File: src/design/i4dq_pkg.sv
// Package with widths and types of the int4 block dequant dot product.
`default_nettype none

package i4dq_pkg;

    localparam int BYTE_W = 8;
    localparam int NIB_W  = 4;
    localparam int ELEM_W = 16;
    // A signed nibble times a Q4.11 element fits in 20 bits.
    localparam int PROD_W = NIB_W + ELEM_W;
    // Sum of the two lane products of one byte.
    localparam int PAIR_W = PROD_W + 1;
    localparam int ROW_W  = 48;

    // Control that travels alongside the payload of one pipeline stage.
    typedef struct packed {
        logic valid;
        logic last;
    } stage_ctl_t;

endpackage

`default_nettype wire

File: src/design/i4dq_if.sv
// Channel interfaces: the weight feed and the row result.
`default_nettype none

interface i4dq_feed_if;
    logic                                     valid;
    logic                                     ready;
    logic        [i4dq_pkg::BYTE_W-1:0]       weight_byte;
    logic signed [i4dq_pkg::ELEM_W-1:0]       vec_even;
    logic signed [i4dq_pkg::ELEM_W-1:0]       vec_odd;
    logic signed [i4dq_pkg::ELEM_W-1:0]       block_scale;
    logic                                     last_in_row;

    modport source (
        output valid, weight_byte, vec_even, vec_odd, block_scale, last_in_row,
        input  ready
    );
    modport sink (
        input  valid, weight_byte, vec_even, vec_odd, block_scale, last_in_row,
        output ready
    );
endinterface

interface i4dq_result_if;
    logic                                valid;
    logic                                ready;
    logic signed [i4dq_pkg::ROW_W-1:0]   row_sum;

    modport source (
        output valid, row_sum,
        input  ready
    );
    modport sink (
        input  valid, row_sum,
        output ready
    );
endinterface

`default_nettype wire

File: src/design/i4dq_lane.sv
// One multiply lane: offset nibble times a Q4.11 vector element, registered.
`default_nettype none

module i4dq_lane (
    input  logic                                 clk,
    input  logic                                 en,
    input  logic        [i4dq_pkg::NIB_W-1:0]    nibble,
    input  logic signed [i4dq_pkg::ELEM_W-1:0]   element,
    output logic signed [i4dq_pkg::PROD_W-1:0]   product
);

    logic signed [i4dq_pkg::NIB_W-1:0]  weight;
    logic signed [i4dq_pkg::PROD_W-1:0] product_next;
    logic signed [i4dq_pkg::PROD_W-1:0] product_reg;

    // Subtracting 8 from an unsigned nibble is the same as flipping its top bit.
    assign weight       = {~nibble[i4dq_pkg::NIB_W-1], nibble[i4dq_pkg::NIB_W-2:0]};
    assign product_next = weight * element;

    always_ff @(posedge clk)
    begin
        if (en)
        begin
            product_reg <= product_next;
        end
    end

    assign product = product_reg;

endmodule

`default_nettype wire

File: src/design/i4dq_block_acc.sv
// Merge stage: adds the lane products into the block sum and closes blocks.
`default_nettype none

module i4dq_block_acc #(
    parameter int BLOCK_BYTES = 16,
    parameter int BLK_W       = 25
) (
    input  logic                                 clk,
    input  logic                                 rst_n,
    input  logic                                 en,
    input  i4dq_pkg::stage_ctl_t                 lane_ctl,
    input  logic signed [i4dq_pkg::PROD_W-1:0]   prod_even,
    input  logic signed [i4dq_pkg::PROD_W-1:0]   prod_odd,
    input  logic signed [i4dq_pkg::ELEM_W-1:0]   lane_scale,
    output i4dq_pkg::stage_ctl_t                 blk_ctl,
    output logic signed [BLK_W-1:0]              blk_sum,
    output logic signed [i4dq_pkg::ELEM_W-1:0]   blk_scale
);

    localparam int CNT_W = (BLOCK_BYTES > 1) ? $clog2(BLOCK_BYTES) : 1;
    localparam logic [CNT_W-1:0] LAST_IDX = CNT_W'(BLOCK_BYTES - 1);

    logic signed [i4dq_pkg::PAIR_W-1:0]  pair_sum;
    logic signed [BLK_W-1:0]             acc_sum;
    logic                                close;

    logic signed [BLK_W-1:0]             block_acc_reg;
    logic        [CNT_W-1:0]             byte_cnt_reg;
    i4dq_pkg::stage_ctl_t                blk_ctl_reg;
    i4dq_pkg::stage_ctl_t                blk_ctl_next;
    logic signed [BLK_W-1:0]             blk_sum_reg;
    logic signed [i4dq_pkg::ELEM_W-1:0]  blk_scale_reg;

    assign pair_sum = i4dq_pkg::PAIR_W'(prod_even) + i4dq_pkg::PAIR_W'(prod_odd);
    assign acc_sum  = block_acc_reg + BLK_W'(pair_sum);
    // A row end also closes a partial block.
    assign close    = lane_ctl.valid && (lane_ctl.last || (byte_cnt_reg == LAST_IDX));

    always_comb
    begin
        blk_ctl_next.valid = close;
        blk_ctl_next.last  = lane_ctl.last;
    end

    always_ff @(posedge clk or negedge rst_n)
    begin
        if (!rst_n)
        begin
            block_acc_reg <= '0;
            byte_cnt_reg  <= '0;
            blk_ctl_reg   <= '0;
        end
        else if (en)
        begin
            blk_ctl_reg <= blk_ctl_next;
            if (close)
            begin
                block_acc_reg <= '0;
                byte_cnt_reg  <= '0;
            end
            else if (lane_ctl.valid)
            begin
                block_acc_reg <= acc_sum;
                byte_cnt_reg  <= byte_cnt_reg + 1'b1;
            end
        end
    end

    always_ff @(posedge clk)
    begin
        if (en && close)
        begin
            blk_sum_reg   <= acc_sum;
            blk_scale_reg <= lane_scale;
        end
    end

    assign blk_ctl   = blk_ctl_reg;
    assign blk_sum   = blk_sum_reg;
    assign blk_scale = blk_scale_reg;

endmodule

`default_nettype wire

File: src/design/i4dq_row_acc.sv
// Scales closed blocks, accumulates the row with saturation, holds the result.
`default_nettype none

module i4dq_row_acc #(
    parameter int BLK_W = 25
) (
    input  logic                                 clk,
    input  logic                                 rst_n,
    input  logic                                 en,
    input  i4dq_pkg::stage_ctl_t                 blk_ctl,
    input  logic signed [BLK_W-1:0]              blk_sum,
    input  logic signed [i4dq_pkg::ELEM_W-1:0]   blk_scale,
    input  logic                                 out_ready,
    output logic                                 hold,
    output logic                                 out_valid,
    output logic signed [i4dq_pkg::ROW_W-1:0]    row_sum
);

    localparam int MUL_W = BLK_W + i4dq_pkg::ELEM_W;
    localparam int SUM_W = i4dq_pkg::ROW_W + 1;
    localparam logic signed [i4dq_pkg::ROW_W-1:0] ROW_MAX =
        {1'b0, {(i4dq_pkg::ROW_W-1){1'b1}}};
    localparam logic signed [i4dq_pkg::ROW_W-1:0] ROW_MIN =
        {1'b1, {(i4dq_pkg::ROW_W-1){1'b0}}};

    i4dq_pkg::stage_ctl_t               mul_ctl_reg;
    logic signed [MUL_W-1:0]            mul_prod_reg;
    logic signed [SUM_W-1:0]            row_wide;
    logic signed [i4dq_pkg::ROW_W-1:0]  row_sat;
    logic                               load;
    logic                               out_valid_next;

    logic signed [i4dq_pkg::ROW_W-1:0]  row_acc_reg;
    logic                               out_valid_reg;
    logic signed [i4dq_pkg::ROW_W-1:0]  row_sum_reg;

    always_ff @(posedge clk or negedge rst_n)
    begin
        if (!rst_n)
        begin
            mul_ctl_reg <= '0;
        end
        else if (en)
        begin
            mul_ctl_reg <= blk_ctl;
        end
    end

    always_ff @(posedge clk)
    begin
        if (en)
        begin
            mul_prod_reg <= blk_sum * blk_scale;
        end
    end

    assign row_wide = SUM_W'(row_acc_reg) + SUM_W'(mul_prod_reg);

    // The sum left the 48-bit range when its two top bits disagree.
    always_comb
    begin
        if (row_wide[SUM_W-1] != row_wide[SUM_W-2])
        begin
            row_sat = row_wide[SUM_W-1] ? ROW_MIN : ROW_MAX;
        end
        else
        begin
            row_sat = row_wide[i4dq_pkg::ROW_W-1:0];
        end
    end

    // A row result may only move forward once the output register is free.
    assign hold = mul_ctl_reg.valid && mul_ctl_reg.last && out_valid_reg && !out_ready;
    assign load = en && mul_ctl_reg.valid && mul_ctl_reg.last;

    always_comb
    begin
        out_valid_next = out_valid_reg && !out_ready;
        if (load)
        begin
            out_valid_next = 1'b1;
        end
    end

    always_ff @(posedge clk or negedge rst_n)
    begin
        if (!rst_n)
        begin
            row_acc_reg   <= '0;
            out_valid_reg <= 1'b0;
        end
        else
        begin
            out_valid_reg <= out_valid_next;
            if (en && mul_ctl_reg.valid)
            begin
                row_acc_reg <= mul_ctl_reg.last ? '0 : row_sat;
            end
        end
    end

    always_ff @(posedge clk)
    begin
        if (load)
        begin
            row_sum_reg <= row_sat;
        end
    end

    assign out_valid = out_valid_reg;
    assign row_sum   = row_sum_reg;

endmodule

`default_nettype wire

File: src/design/int4_block_dequant_dot_product.sv
// Top level of the int4 block dequant dot product (one GEMV row at a time).
//
//   channel   modport   carries
//   feed      sink      weight_byte, vec_even, vec_odd, block_scale, last_in_row
//   result    source    row_sum
//
// One item is taken every cycle unless frozen; two multiply lanes handle the nibbles.
// A row's last item passes the lane, block and product registers, then the output register.
// The pipeline freezes only while a finished row waits on a full output register.
// Reset clears the block and row sums; no clearing pass is needed.
`default_nettype none

module int4_block_dequant_dot_product #(
    parameter int BLOCK_BYTES = 16
) (
    input  logic                 clk,
    input  logic                 rst_n,
    i4dq_feed_if.sink            feed,
    i4dq_result_if.source        result
);

    localparam int BLK_W = i4dq_pkg::PAIR_W + $clog2(BLOCK_BYTES);

    logic                                en;
    logic                                hold;
    logic signed [i4dq_pkg::PROD_W-1:0]  prod_even;
    logic signed [i4dq_pkg::PROD_W-1:0]  prod_odd;
    i4dq_pkg::stage_ctl_t                lane_ctl_reg;
    i4dq_pkg::stage_ctl_t                lane_ctl_next;
    logic signed [i4dq_pkg::ELEM_W-1:0]  lane_scale_reg;
    i4dq_pkg::stage_ctl_t                blk_ctl;
    logic signed [BLK_W-1:0]             blk_sum;
    logic signed [i4dq_pkg::ELEM_W-1:0]  blk_scale;

    assign en         = !hold;
    assign feed.ready = en;

    i4dq_lane u_lane_even (
        .clk     (clk),
        .en      (en),
        .nibble  (feed.weight_byte[i4dq_pkg::NIB_W-1:0]),
        .element (feed.vec_even),
        .product (prod_even)
    );

    i4dq_lane u_lane_odd (
        .clk     (clk),
        .en      (en),
        .nibble  (feed.weight_byte[i4dq_pkg::BYTE_W-1:i4dq_pkg::NIB_W]),
        .element (feed.vec_odd),
        .product (prod_odd)
    );

    always_comb
    begin
        lane_ctl_next.valid = feed.valid;
        lane_ctl_next.last  = feed.last_in_row;
    end

    always_ff @(posedge clk or negedge rst_n)
    begin
        if (!rst_n)
        begin
            lane_ctl_reg <= '0;
        end
        else if (en)
        begin
            lane_ctl_reg <= lane_ctl_next;
        end
    end

    always_ff @(posedge clk)
    begin
        if (en)
        begin
            lane_scale_reg <= feed.block_scale;
        end
    end

    i4dq_block_acc #(
        .BLOCK_BYTES (BLOCK_BYTES),
        .BLK_W       (BLK_W)
    ) u_block_acc (
        .clk        (clk),
        .rst_n      (rst_n),
        .en         (en),
        .lane_ctl   (lane_ctl_reg),
        .prod_even  (prod_even),
        .prod_odd   (prod_odd),
        .lane_scale (lane_scale_reg),
        .blk_ctl    (blk_ctl),
        .blk_sum    (blk_sum),
        .blk_scale  (blk_scale)
    );

    i4dq_row_acc #(
        .BLK_W (BLK_W)
    ) u_row_acc (
        .clk       (clk),
        .rst_n     (rst_n),
        .en        (en),
        .blk_ctl   (blk_ctl),
        .blk_sum   (blk_sum),
        .blk_scale (blk_scale),
        .out_ready (result.ready),
        .hold      (hold),
        .out_valid (result.valid),
        .row_sum   (result.row_sum)
    );

endmodule

`default_nettype wire

File: src/flat_wrapper.sv
// flat-port wrapper written by rule: the top's interface ports become plain ports
module int4_block_dequant_dot_product_flat 
#(
    parameter int BLOCK_BYTES = 16
)
  (clk, rst_n, feed_valid, feed_weight_byte, feed_vec_even, feed_vec_odd, feed_block_scale, feed_last_in_row, feed_ready, result_valid, result_row_sum, result_ready);
  i4dq_feed_if feed_i ();
  i4dq_result_if result_i ();
  input  logic clk;
  input  logic rst_n;
  input wire logic [$bits(feed_i.valid)-1:0] feed_valid;
  input wire logic [$bits(feed_i.weight_byte)-1:0] feed_weight_byte;
  input wire logic [$bits(feed_i.vec_even)-1:0] feed_vec_even;
  input wire logic [$bits(feed_i.vec_odd)-1:0] feed_vec_odd;
  input wire logic [$bits(feed_i.block_scale)-1:0] feed_block_scale;
  input wire logic [$bits(feed_i.last_in_row)-1:0] feed_last_in_row;
  output wire logic [$bits(feed_i.ready)-1:0] feed_ready;
  output wire logic [$bits(result_i.valid)-1:0] result_valid;
  output wire logic [$bits(result_i.row_sum)-1:0] result_row_sum;
  input wire logic [$bits(result_i.ready)-1:0] result_ready;
  assign feed_i.valid = feed_valid;
  assign feed_i.weight_byte = feed_weight_byte;
  assign feed_i.vec_even = feed_vec_even;
  assign feed_i.vec_odd = feed_vec_odd;
  assign feed_i.block_scale = feed_block_scale;
  assign feed_i.last_in_row = feed_last_in_row;
  assign feed_ready = feed_i.ready;
  assign result_valid = result_i.valid;
  assign result_row_sum = result_i.row_sum;
  assign result_i.ready = result_ready;
  int4_block_dequant_dot_product #(.BLOCK_BYTES(BLOCK_BYTES)) u_core (.clk(clk), .rst_n(rst_n), .feed(feed_i), .result(result_i));
endmodule
File: config.mk
export PLATFORM = sky130hd
export DESIGN_NAME = int4_block_dequant_dot_product_flat
export DESIGN_NICKNAME = d
export VERILOG_FILES = /design/src/design/i4dq_pkg.sv /design/src/design/i4dq_if.sv /design/src/design/i4dq_lane.sv /design/src/design/i4dq_block_acc.sv /design/src/design/i4dq_row_acc.sv /design/src/design/int4_block_dequant_dot_product.sv /design/src/flat_wrapper.sv
export SDC_FILE = /design/constraint.sdc
export NUM_CORES = 2
export LEC_CHECK = 0
export BUFFER_PORTS_ARGS = -buffer_cell sky130_fd_sc_hd__buf_2
export CAP_MARGIN = 40
export CORE_AREA = 8 8 222 224
export DETAILED_ROUTE_END_ITERATION = 6
export DIE_AREA = 0 0 230 232
export GPL_TIMING_DRIVEN = 0
export PLACE_DENSITY = 0.88
export SLEW_MARGIN = 15
export SYNTH_ARGS = -nofsm -noshare
export SYNTH_HDL_FRONTEND = slang
export SYNTH_SLANG_ARGS = --single-unit
File: constraint.sdc
create_clock -name clk -period 20.1 [get_ports clk]
set_input_delay 0 -clock clk [delete_from_list [all_inputs] [get_ports clk]]
set_output_delay 0 -clock clk [all_outputs]
set_load 0.02 [all_outputs]
==> reports/results.ini <==
[outcome]
status = completed

[synthesis]
synth-compound-area-share_pct = 9.74
ys_top_cells_by_count = inv_1 (547), fa_1 (481), nand2_1 (395), ha_1 (243), and2_1 (208)
synthArstFlopShare_pct = 31.1
ys_ff_latch = 270
synth_cell_types = 72
synthAdderAreaFrac_pct = 40.2
netlist_instances = 3185
synth_area_leader_cell = fa_1
synth_nets = 3970
synth_mux_area_share_pct = 0.288
ys_seq_area_share_pct = 24.2
synth_edf_count = 186
synth_top_family_by_area = adder cells
mappedNetlistArea_um2 = 31700
synth.most_common_cell = inv_1
synthXorXnorAreaFrac_pct = 4.11
synth_top_area_share_pct = 30.4
synth-simple-area-share_pct = 13.6
synthFlopType = edfxtp_1
yosysWarnings = 0
synthTopCellsByArea = fa_1 (30%), edfxtp_1 (18%), ha_1 (9.6%)
avgSynthCellArea_um2 = 9.96

[cts]
insertion_delay_ps = 600
clock_path_buffers = 3
cts-htree-levels = 1
postCtsSetupBuffers = 0
clk_pin_slew_ps = 70
cts_tree = yes
cts_sinks = 270
numCtsBuffers = 30
root_buffer = clkbuf_16

[final_layout]
instances_no_fill = 3995
multi_input_area_um2 = 21600
fillers = 3090
num-nets-final = 4149
syn2layout_area_growth_pct = 8.81
drive_above_1_share_pct = 6.73
seq_area_um2 = 7690

[floorplan]
die_area_um2 = 53400
die_y_um = 232
rows = 79
ios = 111
core-area_um2 = 45900
initial_core_util_pct = 69.1
die_x_um = 230

[setup_path]
crit_type = flop to flop
startpoint_type = flop
max_stage_delay_ps = 680
crit_chain = clkbuf_1 -> clkbuf_1 -> nand2_1 -> fa_1 -> inv_1 -> fa_1 -> fa_1 -> fa_1 -> fa_1 -> inv_1 -> fa_1 -> inv_1 -> ha_1 -> a21oi_1 -> nand2_1 -> a211o_1 -> a21o_1 -> a211oi_1 -> o211ai_1 -> a21oi_1 -> o21a_1 -> o21ai_0 -> a211oi_1
cp-end-kind = flop
reg2reg_depth = 23
cp.arrival_ps = 8950
worstPathRequired_ps = 20390
slowest_stage = a211oi_1
critical_path.max_fanout = 10
cpMostUsedCell = fa_1

[route]
firstDrtPassIters = 6
routedWlPerCell_um = 20.4
drc = 0
antenna_left = 0
vias_per_cell = 5.96
wirelength_um = 81500
vias = 23800
drtIter0Drc = 1825

[sta]
drv_slew = 0
finalCriticalPeriod_ps = 8670
tns_ps = 0
setup_violations = 0
hold_violations = 0
max_freq_ghz = 0.115
rsz0062_at_grt = false
worst_pin_slew_ps = 847
relSlewSlack_pct = 43.3
skew_ps = 29.0
post-route-period-util_pct = 43.1

[placement]
hpwl_um = 66500
place.gp.congestion = 0.969
place_inst = 3908
io_buffers = 109

[global_routing]
grt_pass1_vias = 26200
antenna_found_initial = 0
globalRouteOverflowTotal = 0
grt.total_usage_pct = 31.3
grt_max_degree = 59
grt_pass1_wl_um = 134000

[hold_path]
hold_depth = 3
hold_class = primary input to flop

[job]
maxCapViolCount = 0

==> placed cells by master, fill, tap and decap left out, types with 6 or more instances in the layout <==
cell / instances
nand2_1: 395
dlygate4sd3_1: 30
o31ai_1: 10
nand2b_1: 16
xor2_1: 54
a31oi_1: 14
a21o_1: 66
a21oi_1: 117
nor2_1: 128
o21bai_1: 18
buf_2: 112
a22o_1: 28
clkbuf_16: 31
nor2b_1: 14
xnor2_1: 93
clkbuf_8: 6
o211ai_1: 24
nor3_1: 21
fa_1: 481
dfrtp_1: 84
ha_1: 243
edfxtp_1: 186
and4_1: 9
maj3_1: 7
o21ai_0: 104
o21a_1: 17
nand4_1: 16
a211o_1: 6
and2_1: 208
clkbuf_1: 106
a31o_2: 7
nand3_1: 27
inv_1: 547
and3_1: 12
a21boi_0: 8
or2_2: 32
a211oi_1: 11
==> final timing paths <==
path                                                            from                                          endpoint  slack (ps)
max in group asynchronous                                      rst_n  u_core.u_block_acc.block_acc_reg[23]$_DFFE_PN0P_       19320
hold / removal                                   feed_weight_byte[5]            u_core.u_lane_odd.product[1]$_DFFE_PN_          40
setup reg to reg           u_core.u_block_acc.blk_scale[7]$_DFFE_PP_       u_core.u_row_acc.mul_prod_reg[40]$_DFFE_PN_       11430
hold reg to reg                  u_core.lane_scale_reg[12]$_DFFE_PN_        u_core.u_block_acc.blk_scale[12]$_DFFE_PP_         420
min in group asynchronous                                      rst_n      u_core.u_row_acc.row_acc_reg[12]$_DFFE_PN0P_         470
setup / recovery           u_core.u_block_acc.blk_scale[7]$_DFFE_PP_       u_core.u_row_acc.mul_prod_reg[40]$_DFFE_PN_       11430
==> stage by stage <==
step | setup slack, ps | hold WS, ps | utilization (%) | instance area [um^2]
3_3_place_gp | 11750 | 178 | 72.0 | 33000
5_1_grt | 11060 | 62.8 | 75.2 | 34500
3_5_place_dp | 11570 | -49.6 | 72.3 | 33200
6_report | 11430 | 40.7 | 75.2 | 34500
2_1_floorplan | 13740 | -296 | - | 31700
4_1_cts | 11530 | 58.6 | 75.2 | 34500
==> repair_timing <==
item | in CTS | in global routing
endpoints found under the hold margin | 109 | 0
hold buffers | 31 | 0
gates resized for setup | 0 | 0
==> metal layers <==
metal / up-vias / GRT usage [%] / routed length (um) / share of wire (%)
met1: 11900 / 36.7 / 30400 / 37
met5: - / 0 / 0 / 0
met4: 0 / 15.3 / 4450 / 5.5
li1: 10600 / - / - / -
met2: 1025 / 55.8 / 41000 / 50
met3: 306 / 4.75 / 5620 / 6.9
==> critical path, delay by kind of cell, from the launching register on <==
family | cells | cell delay, ps
buffers and inverters | 5 | 1180
and+or+nand+nor | 2 | 300
AOI/OAI and AO/OA | 9 | 3110
adders and majority gates | 7 | 3420
DFF | 1 | 320
==> kinds of logic after synthesis <==
logic type,Yosys count
mux,8
flops,270
buf+inv,654
simple gates,902
xor+xnor,148
fa+ha+maj,731
compound gates,472
==> area by class of cell <==
cell class | instances | share of cell area (%)
Multi-Input combinational cell | 2261 | 62.5
Sequential cell | 270 | 22.3
Inverter | 547 | 5.95
Timing Repair Buffer | 147 | 2.85
Clock buffer | 45 | 2.57
Tap cell | 607 | 2.20
Buffer | 107 | 1.24
Clock inverter | 10 | 0.388
Antenna cell | 1 | 0.00725
Power is left out: the tool's default activity adds up to more than one toggle a clock period on the data nets, which glitch-free logic cannot reach.
